## config.mk

```make
export PLATFORM = sky130hd
export DESIGN_NAME = clike_comment_string_marker_top
export DESIGN_NICKNAME = d
export VERILOG_FILES = /design/src/rtl/clcsm_pkg.sv /design/src/rtl/clike_comment_string_marker_top.sv /design/src/rtl/clcsm_fifo.sv
export SDC_FILE = /design/constraint.sdc
export NUM_CORES = 1
export LEC_CHECK = 0
export ABC_AREA = 1
export BUFFER_PORTS_ARGS = -buffer_cell sky130_fd_sc_hd__buf_2
export CORE_MARGIN = 2
export CORE_UTILIZATION = 30
export DETAILED_ROUTE_END_ITERATION = 6
export GPL_TIMING_DRIVEN = 0
export PLACE_DENSITY = 0.56
export SLEW_MARGIN = 40
export SYNTH_ARGS = -nofsm -noshare
export SYNTH_HDL_FRONTEND = slang
export SYNTH_SLANG_ARGS = --single-unit
```

## constraint.sdc

```tcl
create_clock -name aclk -period 2.68 [get_ports aclk]
set_clock_uncertainty 0.1 [all_clocks]
set_input_delay 0.402 -clock aclk [delete_from_list [all_inputs] [get_ports aclk]]
set_output_delay 0.402 -clock aclk [all_outputs]
set_load 0.1 [all_outputs]
```

## src/rtl/clcsm_pkg.sv

```systemverilog
package clcsm_pkg;

    typedef enum logic [2:0] {
        MODE_NORMAL = 3'd0,
        MODE_BLOCK  = 3'd1,
        MODE_LINE   = 3'd2,
        MODE_STRING = 3'd3,
        MODE_CHAR   = 3'd4,
        MODE_CLOSE  = 3'd5
    } mode_t;

    localparam logic [2:0] CODE_NONE      = 3'd0;
    localparam logic [2:0] CODE_CMT_BEGIN = 3'd1;
    localparam logic [2:0] CODE_CMT_END   = 3'd2;
    localparam logic [2:0] CODE_STR_BEGIN = 3'd3;
    localparam logic [2:0] CODE_STR_END   = 3'd4;

    localparam logic [7:0] CH_STAR   = 8'h2A;
    localparam logic [7:0] CH_SLASH  = 8'h2F;
    localparam logic [7:0] CH_BSLASH = 8'h5C;
    localparam logic [7:0] CH_DQUOTE = 8'h22;
    localparam logic [7:0] CH_SQUOTE = 8'h27;

    localparam int FIFO_DEPTH = 4;
    localparam int FIFO_PTR_W = 2;

    typedef struct packed {
        mode_t mode;
        logic  esc;
    } lex_state_t;

    typedef struct packed {
        logic [2:0] code;
        logic       last;
    } result_t;

    // up to two results per input transaction, in order
    typedef struct packed {
        logic    first_vld;
        result_t first;
        logic    second_vld;
        result_t second;
    } push_t;

    typedef struct packed {
        lex_state_t st;
        logic [2:0] code;
    } classify_t;

    // anchor of byte b; nx is the following byte on the same line when !eol
    function automatic classify_t classify(lex_state_t st, logic [7:0] b, logic eol,
                                           logic [7:0] nx);
        classify_t r;
        r.st   = st;
        r.code = CODE_NONE;
        if (st.esc) begin
            r.st.esc = 1'b0;
        end else begin
            case (st.mode)
                MODE_BLOCK: begin
                    if (b == CH_STAR && !eol && nx == CH_SLASH) r.st.mode = MODE_CLOSE;
                end
                MODE_CLOSE: begin
                    r.code    = CODE_CMT_END;
                    r.st.mode = MODE_NORMAL;
                end
                MODE_LINE: begin
                end
                MODE_STRING: begin
                    if (b == CH_BSLASH && !eol) begin
                        r.st.esc = 1'b1;
                    end else if (b == CH_DQUOTE) begin
                        r.code    = CODE_STR_END;
                        r.st.mode = MODE_NORMAL;
                    end
                end
                MODE_CHAR: begin
                    if (b == CH_BSLASH && !eol) begin
                        r.st.esc = 1'b1;
                    end else if (b == CH_SQUOTE) begin
                        r.st.mode = MODE_NORMAL;
                    end
                end
                default: begin
                    r.st.mode = MODE_NORMAL;
                    if (b == CH_SLASH && !eol && nx == CH_STAR) begin
                        r.code    = CODE_CMT_BEGIN;
                        r.st.mode = MODE_BLOCK;
                        r.st.esc  = 1'b1;   // swallow the star of the opener
                    end else if (b == CH_SLASH && !eol && nx == CH_SLASH) begin
                        r.st.mode = MODE_LINE;
                    end else if (b == CH_SQUOTE) begin
                        r.st.mode = MODE_CHAR;
                    end else if (b == CH_DQUOTE) begin
                        r.code    = CODE_STR_BEGIN;
                        r.st.mode = MODE_STRING;
                    end
                end
            endcase
        end
        if (eol) begin
            if (r.st.mode == MODE_LINE || r.st.mode == MODE_CHAR) r.st.mode = MODE_NORMAL;
            r.st.esc = 1'b0;
        end
        return r;
    endfunction

endpackage

```

## src/rtl/clike_comment_string_marker_top.sv

```systemverilog
// Channel | Direction | tdata                          | tlast       | tuser
// s_      | in        | [7:0] char_byte                | end_of_line | -
// m_      | out       | [2:0] anchor_code, [7:3] zero  | line_done   | -
//
// One byte in, one anchor out per cycle unless stalled. Anchors come out one byte
// late; a line-ending byte releases up to two anchors, which drain via a 4-entry
// output queue. s_tready drops only while the queue has fewer than two free entries.
// Reset (synchronous, active low) returns to normal text mode with nothing held.
module clike_comment_string_marker_top (
    input  logic       aclk,
    input  logic       aresetn,
    input  logic       s_tvalid,
    output logic       s_tready,
    input  logic [7:0] s_tdata,   // [7:0] char_byte
    input  logic       s_tlast,
    output logic       m_tvalid,
    input  logic       m_tready,
    output logic [7:0] m_tdata,   // [2:0] anchor_code, [7:3] zero
    output logic       m_tlast
);

    clcsm_pkg::lex_state_t st_reg, st_next;
    logic [7:0]            held_byte_reg, held_byte_next;
    logic                  held_valid_reg, held_valid_next;
    clcsm_pkg::classify_t  r_held, r_new;
    clcsm_pkg::lex_state_t st_mid;
    clcsm_pkg::push_t      push;
    clcsm_pkg::result_t    out_data;
    logic                  accept;

    assign accept = s_tvalid && s_tready;

    always_comb begin
        r_held = clcsm_pkg::classify(st_reg, held_byte_reg, 1'b0, s_tdata);
        st_mid = held_valid_reg ? r_held.st : st_reg;
        r_new  = clcsm_pkg::classify(st_mid, s_tdata, 1'b1, 8'h00);

        push.first_vld   = accept && held_valid_reg;
        push.first.code  = r_held.code;
        push.first.last  = 1'b0;
        push.second_vld  = accept && s_tlast;
        push.second.code = r_new.code;
        push.second.last = 1'b1;

        st_next         = st_reg;
        held_byte_next  = held_byte_reg;
        held_valid_next = held_valid_reg;
        if (accept) begin
            st_next         = s_tlast ? r_new.st : st_mid;
            held_byte_next  = s_tdata;
            held_valid_next = !s_tlast;
        end
    end

    always_ff @(posedge aclk) begin
        if (!aresetn) begin
            st_reg.mode    <= clcsm_pkg::MODE_NORMAL;
            st_reg.esc     <= 1'b0;
            held_valid_reg <= 1'b0;
        end else begin
            st_reg         <= st_next;
            held_valid_reg <= held_valid_next;
        end
    end

    always_ff @(posedge aclk) begin
        held_byte_reg <= held_byte_next;
    end

    clcsm_fifo u_fifo (
        .aclk      (aclk),
        .aresetn   (aresetn),
        .push      (push),
        .space_ok  (s_tready),
        .out_valid (m_tvalid),
        .out_ready (m_tready),
        .out_data  (out_data)
    );

    assign m_tdata = {5'b00000, out_data.code};
    assign m_tlast = out_data.last;

endmodule

```

## src/rtl/clcsm_fifo.sv

```systemverilog
module clcsm_fifo (
    input  logic               aclk,
    input  logic               aresetn,
    input  clcsm_pkg::push_t   push,
    output logic               space_ok,
    output logic               out_valid,
    input  logic               out_ready,
    output clcsm_pkg::result_t out_data
);

    localparam int PW = clcsm_pkg::FIFO_PTR_W;

    clcsm_pkg::result_t mem_reg [clcsm_pkg::FIFO_DEPTH];
    logic [PW-1:0] wr_ptr_reg, wr_ptr_next;
    logic [PW-1:0] rd_ptr_reg, rd_ptr_next;
    logic [PW:0]   count_reg, count_next;
    logic [PW-1:0] wr_idx2;
    logic          pop;

    assign out_valid = (count_reg != '0);
    assign out_data  = mem_reg[rd_ptr_reg];
    assign pop       = out_valid && out_ready;
    // room for a worst-case pair of results
    assign space_ok  = (count_reg <= (PW+1)'(clcsm_pkg::FIFO_DEPTH - 2));

    always_comb begin
        wr_idx2     = wr_ptr_reg + PW'(push.first_vld);
        wr_ptr_next = wr_ptr_reg + PW'(push.first_vld) + PW'(push.second_vld);
        rd_ptr_next = rd_ptr_reg + PW'(pop);
        count_next  = count_reg + (PW+1)'(push.first_vld) + (PW+1)'(push.second_vld)
                      - (PW+1)'(pop);
    end

    always_ff @(posedge aclk) begin
        if (push.first_vld) mem_reg[wr_ptr_reg] <= push.first;
        if (push.second_vld) mem_reg[wr_idx2] <= push.second;
    end

    always_ff @(posedge aclk) begin
        if (!aresetn) begin
            wr_ptr_reg <= '0;
            rd_ptr_reg <= '0;
            count_reg  <= '0;
        end else begin
            wr_ptr_reg <= wr_ptr_next;
            rd_ptr_reg <= rd_ptr_next;
            count_reg  <= count_next;
        end
    end

endmodule

```

==> metrics list, run 1 <==
- During synthesis, Yosys emitted a total of 0 warnings.
- The initial utilization of the core area, before any placement, comes to 30.9%.
- Summed over all cells, the static leakage comes to 1.24 nW.
* Initial antenna violation count: 0
* Global Route Usage Sum: 12.2%
- DRC marker count from the first detailed-route iteration: 99
- Worst ir drop on vdd: 0.224 mV
- For the final routed database, the setup TNS stands at 0 ns.
- Post-Syn Area per Cell: 7.70 um2
- Setup slack on the critical path of the routed design comes to 0.151 ns.
- TritonCTS built the clock tree.
* Async SR Flop Fraction: 0%
- The clock drives 36 sinks.
- Maximum achievable frequency: 395 MHz
* DRC errors left: 0
- Top metal layer carrying routed signals: met4
- Die extent in x: 93.0 um
* Wirelength, routed: 4.87 mm
- The number of failing hold endpoints at the final stage is 0.
- In the final routing, the length of wire on met1 measures 2.29 mm.
* Required time of the critical path: 2.59 ns
- Layout cells sized above 1: 24.5%
- After detailed placement, the total cell area comes to 2620 um2.
- After layout, the minimum clock period comes to 2.53 ns.
* Worst-case setup slack after placement: 0.0805 ns
- Yosys mapped a number of flops with a built-in enable equal to 20.
- Power density normalized to cell area: 836 nW/um2
- The flow ran to the end, and the final reports show no timing, DRC or antenna violations.
- Relative to the synthesized area, the layout overhead comes to 14.4%.
- The die covers 8660 um2.
- Pre-Repair DR Iteration Count: 4
- Across all layers, the routed design uses 1961 vias.
- CTS H-tree depth: 2
- Standard-cell rows: 32
* Max-cap violations: 0
- Antenna Diode Count: 0
- The worst setup path is launched from a flop.
- The design draws 2.27 mW.
- Synthesis produced 309 cells.
* Global-route wire length before repair: 8.40 mm
- CTS buffer count: 5
- For this design the top-level I/O count stands at 24.
- CTS clk-pin slew, worst paths: 0.08 ns
- Kind of end point of the critical path: flop
- Total of flip-flops plus latches after synthesis: 36
- Post-route clock period utilization: 94.4%
- Top cell type's share of synthesized area: 25.2%
- Primary flip-flop cell chosen by synthesis mapping: edfxtp_1
- Final Max Slew Viols: 0
* Setup bufs post-CTS: 0
- Post-synthesis cell area: 2380 um2
- Length of routed met2 wiring: 2.34 mm
* Met3 routed WL: 168 um
- Summed over all layers, the global routing overflow is 0.
- Layout net count: 358
* Number of setup violations in the final report: 0
* Max FFs per register: 16
- Detail-routed via count per cell: 4.45
- Vias in the first global route: 1850
- In the final routed layout, each cell accounts on average for 11.1 um.
- After synthesis, the netlist uses 35 different library cells.
* Endpoint arrival time on the critical path: 2.44 ns
- At the end of routability-driven placement, the weighted congestion stood at 0.812.
- Largest fanout on the critical path: 8
* Setup repair after global routing missed its margin: yes
* Die boundary height: 93.0 um
* Later-pin clock latency in the skew report: 0.29 ns
* Port bufs: 18
- Clock tree synthesis selected as its root buffer the cell clkbuf_8.
- The core region is 7690 um2.
* Final Hold Slack: 0.198 ns
- After synthesis, the cell types taking the most area are edfxtp_1 25%, dfxtp_1 13%, nand2_1 9.8%, inv_1 7.9%, nor2_1 4.4%.
* CTS Buffer Depth: 2
* Maximum number of pins on one net before global-route repair: 13
- Worst hold-check path type: in -> reg
* Sequential area share after synthesis: 38.7%
* Post-detailed-route count of antenna-violating nets: 0
- Finished Cell Area: 2720 um2
* Setup Crit Path Kind: reg -> reg
- Leading area contributor after synthesis: edfxtp_1
* Final HPWL from detailed placement: 3.93 mm
-- cell usage after synthesis, types with 2 or more instances --
cell,instances
nor2_8,2
fa_1,2
inv_2,8
ha_1,5
buf_4,5
nor2_2,7
nand2_1,62
nand3_2,3
nand2_2,14
nor3_1,9
nor2_1,28
a21oi_1,8
nor2_4,4
nor4_1,3
dfxtp_1,16
nand4_1,4
xor2_1,2
o21ai_0,12
nand3_1,10
inv_1,50
edfxtp_1,20
nand2_4,5
or2_2,3
o22ai_1,16
-- worst max-delay path: stages (launching register included) --
cell	delay, ns
dfxtp_1	0.36
inv_1	0.06
ha_1	0.17
or2_4	0.24
nand2_4	0.11
nor2_2	0.06
ha_1	0.36
inv_1	0.08
nor3_1	0.32
inv_1	0.17
nand2_1	0.13
o22ai_1	0.09
-- area by class of cell --
type                            instances  area (um2)
Fill cell                             830        4970
Multi-Input combinational cell        213        1240
Sequential cell                        36         921
Inverter                               58         218
Tap cell                              102         128
Timing Repair Buffer                   18        90.1
Clock buffer                            5        68.8
Buffer                                  6        41.3
Clock inverter                          3        18.8
-- power breakdown --
group	leakage [nW]	switching [mW]	internal, mW	total (mW)
Clock	0.0479	0.205	0.181	0.386
Sequential	0.315	0.0668	0.701	0.768
Combinational	0.881	0.851	0.270	1.12
Total	1.24	1.12	1.15	2.27
-- stage by stage --
stage	instances	util [%]
floorplan	313	-
global placement	433	34.1
detailed placement	433	34.1
CTS	441	35.2
global route	441	35.4
finish	441	35.4
-- repair_timing --
action	4_1_cts	5_1_grt
hold buffers	0	0
resized for setup	0	4
endpoints found under the setup margin	0	7
-- kinds of logic (layout without fill, tap and decap cells) --
group                      after synthesis  after routing  synth area share [%]
adders and majority gates                7              7                  4.31
AOI/OAI and AO/OA                       43             43                  11.0
other                                    1              5                 0.158
DFF                                     36             36                  38.7
xor gates and xnor gates                 3              3                  1.10
buffers and inverters                   64             90                  10.9
and+or+nand+nor                        155            155                  33.8
-- final timing paths --
path / start / to / slack (ns) / cells after the start
worst max-delay path: u_fifo.count_reg[2] / u_fifo.mem_reg[3][2] / 0.15 / 11
worst min-delay path: s_tdata[6] / held_byte_reg[6] / 0.20 / 1
worst max register to register: u_fifo.count_reg[2] / u_fifo.mem_reg[3][2] / 0.15 / 11
worst min register to register: u_fifo.mem_reg[1][0] / u_fifo.mem_reg[1][0] / 0.35 / 2
-- metal layers --
metal	vias up	global-route usage, %
li1	1049	-
met2	25	20.8
met5	-	0
met4	0	4.41
met3	7	1.93
met1	880	15.6
-- cell usage in the layout (no fill, tap or decap), drive strengths merged, types with 2 or more instances in the layout --
cell	Yosys	routed
buf	5	23
nand4	4	4
dfxtp	16	16
nor3	9	9
nor2	41	41
a21oi	8	8
clkbuf	1	6
xor2	2	2
clkinv	0	3
nor4	3	3
nand2	81	81
o21ai	14	14
inv	58	58
fa	2	2
or2	4	4
o22ai	16	16
ha	5	5
nand3	13	13
conb	1	5
edfxtp	20	20
No activity file was read; power rests on OpenSTA's default activity.
==> run 2: changes to the inputs <==
--- a/config.mk
+++ b/config.mk
@@ -6,7 +6,7 @@
 export NUM_CORES = 1
 export LEC_CHECK = 0
 export ABC_AREA = 1
-export BUFFER_PORTS_ARGS = -buffer_cell sky130_fd_sc_hd__buf_2
+export BUFFER_PORTS_ARGS = -buffer_cell sky130_fd_sc_hd__clkbuf_2
 export CORE_MARGIN = 2
 export CORE_UTILIZATION = 30
 export DETAILED_ROUTE_END_ITERATION = 6
==> run 2 against run 1 <==
Cell area rose by 0.78%. Sequential share of layout area down 0.26 points. Total power increased by 2.4%. Hold slack better by 0.00050 ns. First-iteration DRC count grew 8.1%. Sequential cell count stayed put. Largest cell class unchanged.
==> metrics list, run 2 (synthesis gave the netlist of run 1 again) <==
- The total of max-cap violations was 0 (unchanged).
* Clock tree from TritonCTS: done
- The sum of internal, switching and leakage power came to 2.33 mW (+2.4%).
* Endpoint of the most critical register-to-register path: u_fifo.count_reg[2]
- The fmax is 400 MHz (+1.2%).
* Post-detailed-route count of antenna-violating nets: 0 (unchanged)
- Standard-cell rows: 32 (unchanged)
- Worst setup margin: 0.182 ns (+0.0304 ns)
- Largest fanout on the critical path: 8 (unchanged)
- By instance count, the cell type seen most on the critical path is fa_1.
* Wirelength, routed: 4.87 mm (-0.14%)
- The count of cells along the worst register-to-register path is 11 (unchanged).
* Final Hold Slack: 0.199 ns (+0.000502 ns)
- The final cell count without fillers came to 442 (+0.23%).
- The via count of the first global-routing pass was 1897 (+2.5%).
* Setup repair after global routing missed its margin: no
- The instance area at placement came to 2620 um2 (unchanged).
* Count of final hold-check violations: 0 (unchanged)
- Standby leakage power: 1.26 nW (+0.88%)
- Among cell families on the critical path, the largest total delay comes from adder cells.
* Root buffer selected by CTS: clkbuf_8
- DRC errors left: 0 (unchanged)
* Endpoint with the worst hold slack: held_byte_reg[5]
* Hold path cells: 1 (unchanged)
- Max FFs per register: 16 (unchanged)
- Gp weighted congestion: 0.804 (-1.0%)
* Congestion Overflow GR: 0 (unchanged)
* Global Route Usage Sum: 12.1% (-0.11 points)
- Pre-Repair DR Iteration Count: 6 (+2)
* Slew HR: 64.1%
- The via total after detailed routing was 2016 (+2.8%).
- Antenna Diode Count: 0 (unchanged)
- The die span in y was 93.0 um (unchanged).
* Core Area: 7690 um2 (unchanged)
- Final sum of negative setup slack: 0 ns (unchanged)
- CTS Buffer Depth: 2 (unchanged)
- Critical Path Slowest Stage Cell: fa_1
* Sink count of the clock tree: 36 (unchanged)
* Worst-margin pin slew: 0.540 ns
- DRC marker count from the first detailed-route iteration: 107 (+8.1%)
- In the layout the commonest cells are 61 x nand2_1, 49 x inv_1, 27 x nor2_1.
- From synthesis to final layout, the design area changed by 15.3%.
- The number of buffers created by CTS was 5 (unchanged).
* Power density normalized to cell area: 849 nW/um2 (+1.6%)
* Final Max Slew Viols: 0 (unchanged)
- Initial antenna violation count: 0 (unchanged)
* Flop2flop setup slack: 0.18 ns (+0.03 ns)
- The die footprint is 8660 um2 (unchanged).
- The path class of the tightest hold or removal check is in -> reg.
- The number of primary I/O pins was 24 (unchanged).
* Worst ir drop on vdd: 0.267 mV (+19%)
* Number of setup violations in the final report: 0 (unchanged)
- Die extent in x: 93.0 um (unchanged)
- The share of post-route cells with drive strength above 1 is 24.7% (+0.22 points).
- The design area is 2740 um2 (+0.78%).
- Crit path largest cell delay: 0.39 ns (+0.03 ns)
* Maximum number of pins on one net before global-route repair: 13 (unchanged)
- Number of placed instances with taps included: 433 (unchanged)
- The run finished with clean final reports.
* Port bufs: 18 (unchanged)
- The final design utilization is 35.7% (+0.28 points).
- Worst-case setup slack after placement: 0.0948 ns (+0.0143 ns)
* Start point of the worst hold path: s_tdata[5]
* Commonest non-fill, non-tap cell in the layout: nand2_1
- The effective utilization at floorplan came to 30.9% (unchanged).
* Count of buffering cells on the critical path with inverters included: 2 (-1)
* CTS H-tree depth: 2 (unchanged)
- The number of nets in the layout came to 359 (+0.28%).
- Later-pin clock latency in the skew report: 0.29 ns (about the same)
* CTS clk-pin slew, worst paths: 0.07 ns (about the same)
- The mean routed wirelength per cell was 11.0 um (-0.37%).
- Final HPWL from detailed placement: 3.88 mm (-1.3%)
- Worst R2R Start: u_fifo.count_reg[0]
- The global-route wire length before repair is 8.36 mm (-0.50%).
- The number of vias per cell came to 4.56 (+2.6%).
* Crit path cell chain: nor3_1 -> or2_4 -> nand2_4 -> nor2_2 -> inv_2 -> ha_1 -> inv_1 -> fa_1 -> fa_1 -> xor2_1 -> nor2_1
* Kind of end point of the critical path: flop
- STA classifies the critical path startpoint as a flop.
* Post-route clock period utilization: 93.2% (-1.1 points)
* Period minus WS final: 2.50 ns (-0.0304 ns)
* Required time of the critical path: 2.75 ns (+0.16 ns)
- Endpoint arrival time on the critical path: 2.57 ns (+0.13 ns)
- Setup Crit Path Kind: reg -> reg
==> run 2: area by class of cell <==
cell class	count	area, um2
multi-input cells	213	1230
clock buffers	6	93.8
repair buffers	19	97.6
well taps	102	128
fillers	835	4940
plain buffers	6	41.3
inverters	58	218
clock inverters	2	12.5
flip-flops and latches	36	921
==> run 2: worst max path at each step <==
stage	cells after the start	startpoint	slack, ns	end
3_5_place_dp	13	u_fifo.count_reg[1]	0.09	u_fifo.mem_reg[0][2]
5_1_grt	11	u_fifo.count_reg[0]	0.03	u_fifo.count_reg[2]
2_1_floorplan	4	u_fifo.rd_ptr_reg[0]	0.009	m_tdata[0]
6_report	11	u_fifo.count_reg[0]	0.18	u_fifo.count_reg[2]
4_1_cts	13	u_fifo.count_reg[1]	0.08	u_fifo.mem_reg[0][2]
3_3_place_gp	13	u_fifo.count_reg[1]	0.14	u_fifo.mem_reg[0][3]
==> run 2: timing repair <==
| action | CTS | global route |
|---|---|---|
| gates resized for setup | 0 | 4 |
| setup buffers | 0 | 1 |
| hold buffers | 0 | 0 |
| endpoints found under the setup margin | 0 | 7 |
==> run 2: per-layer routing <==
| metal | up-vias | track usage, % | part of all wire, % |
|---|---|---|---|
| met5 | - | 0 | 0 |
| met4 | 0 | 4.78 | 1.6 |
| met3 | 6 | 1.69 | 2.5 |
| met2 | 35 | 20.8 | 48 |
| met1 | 920 | 15.2 | 48 |
| li1 | 1055 | - | - |
==> run 2: power breakdown <==
part | leakage [nW] | internal, mW | switching, mW
clock | 0.0523 | 0.238 | 0.199
combinational | 0.888 | 0.273 | 0.855
sequential | 0.315 | 0.701 | 0.0645
total | 1.26 | 1.21 | 1.12
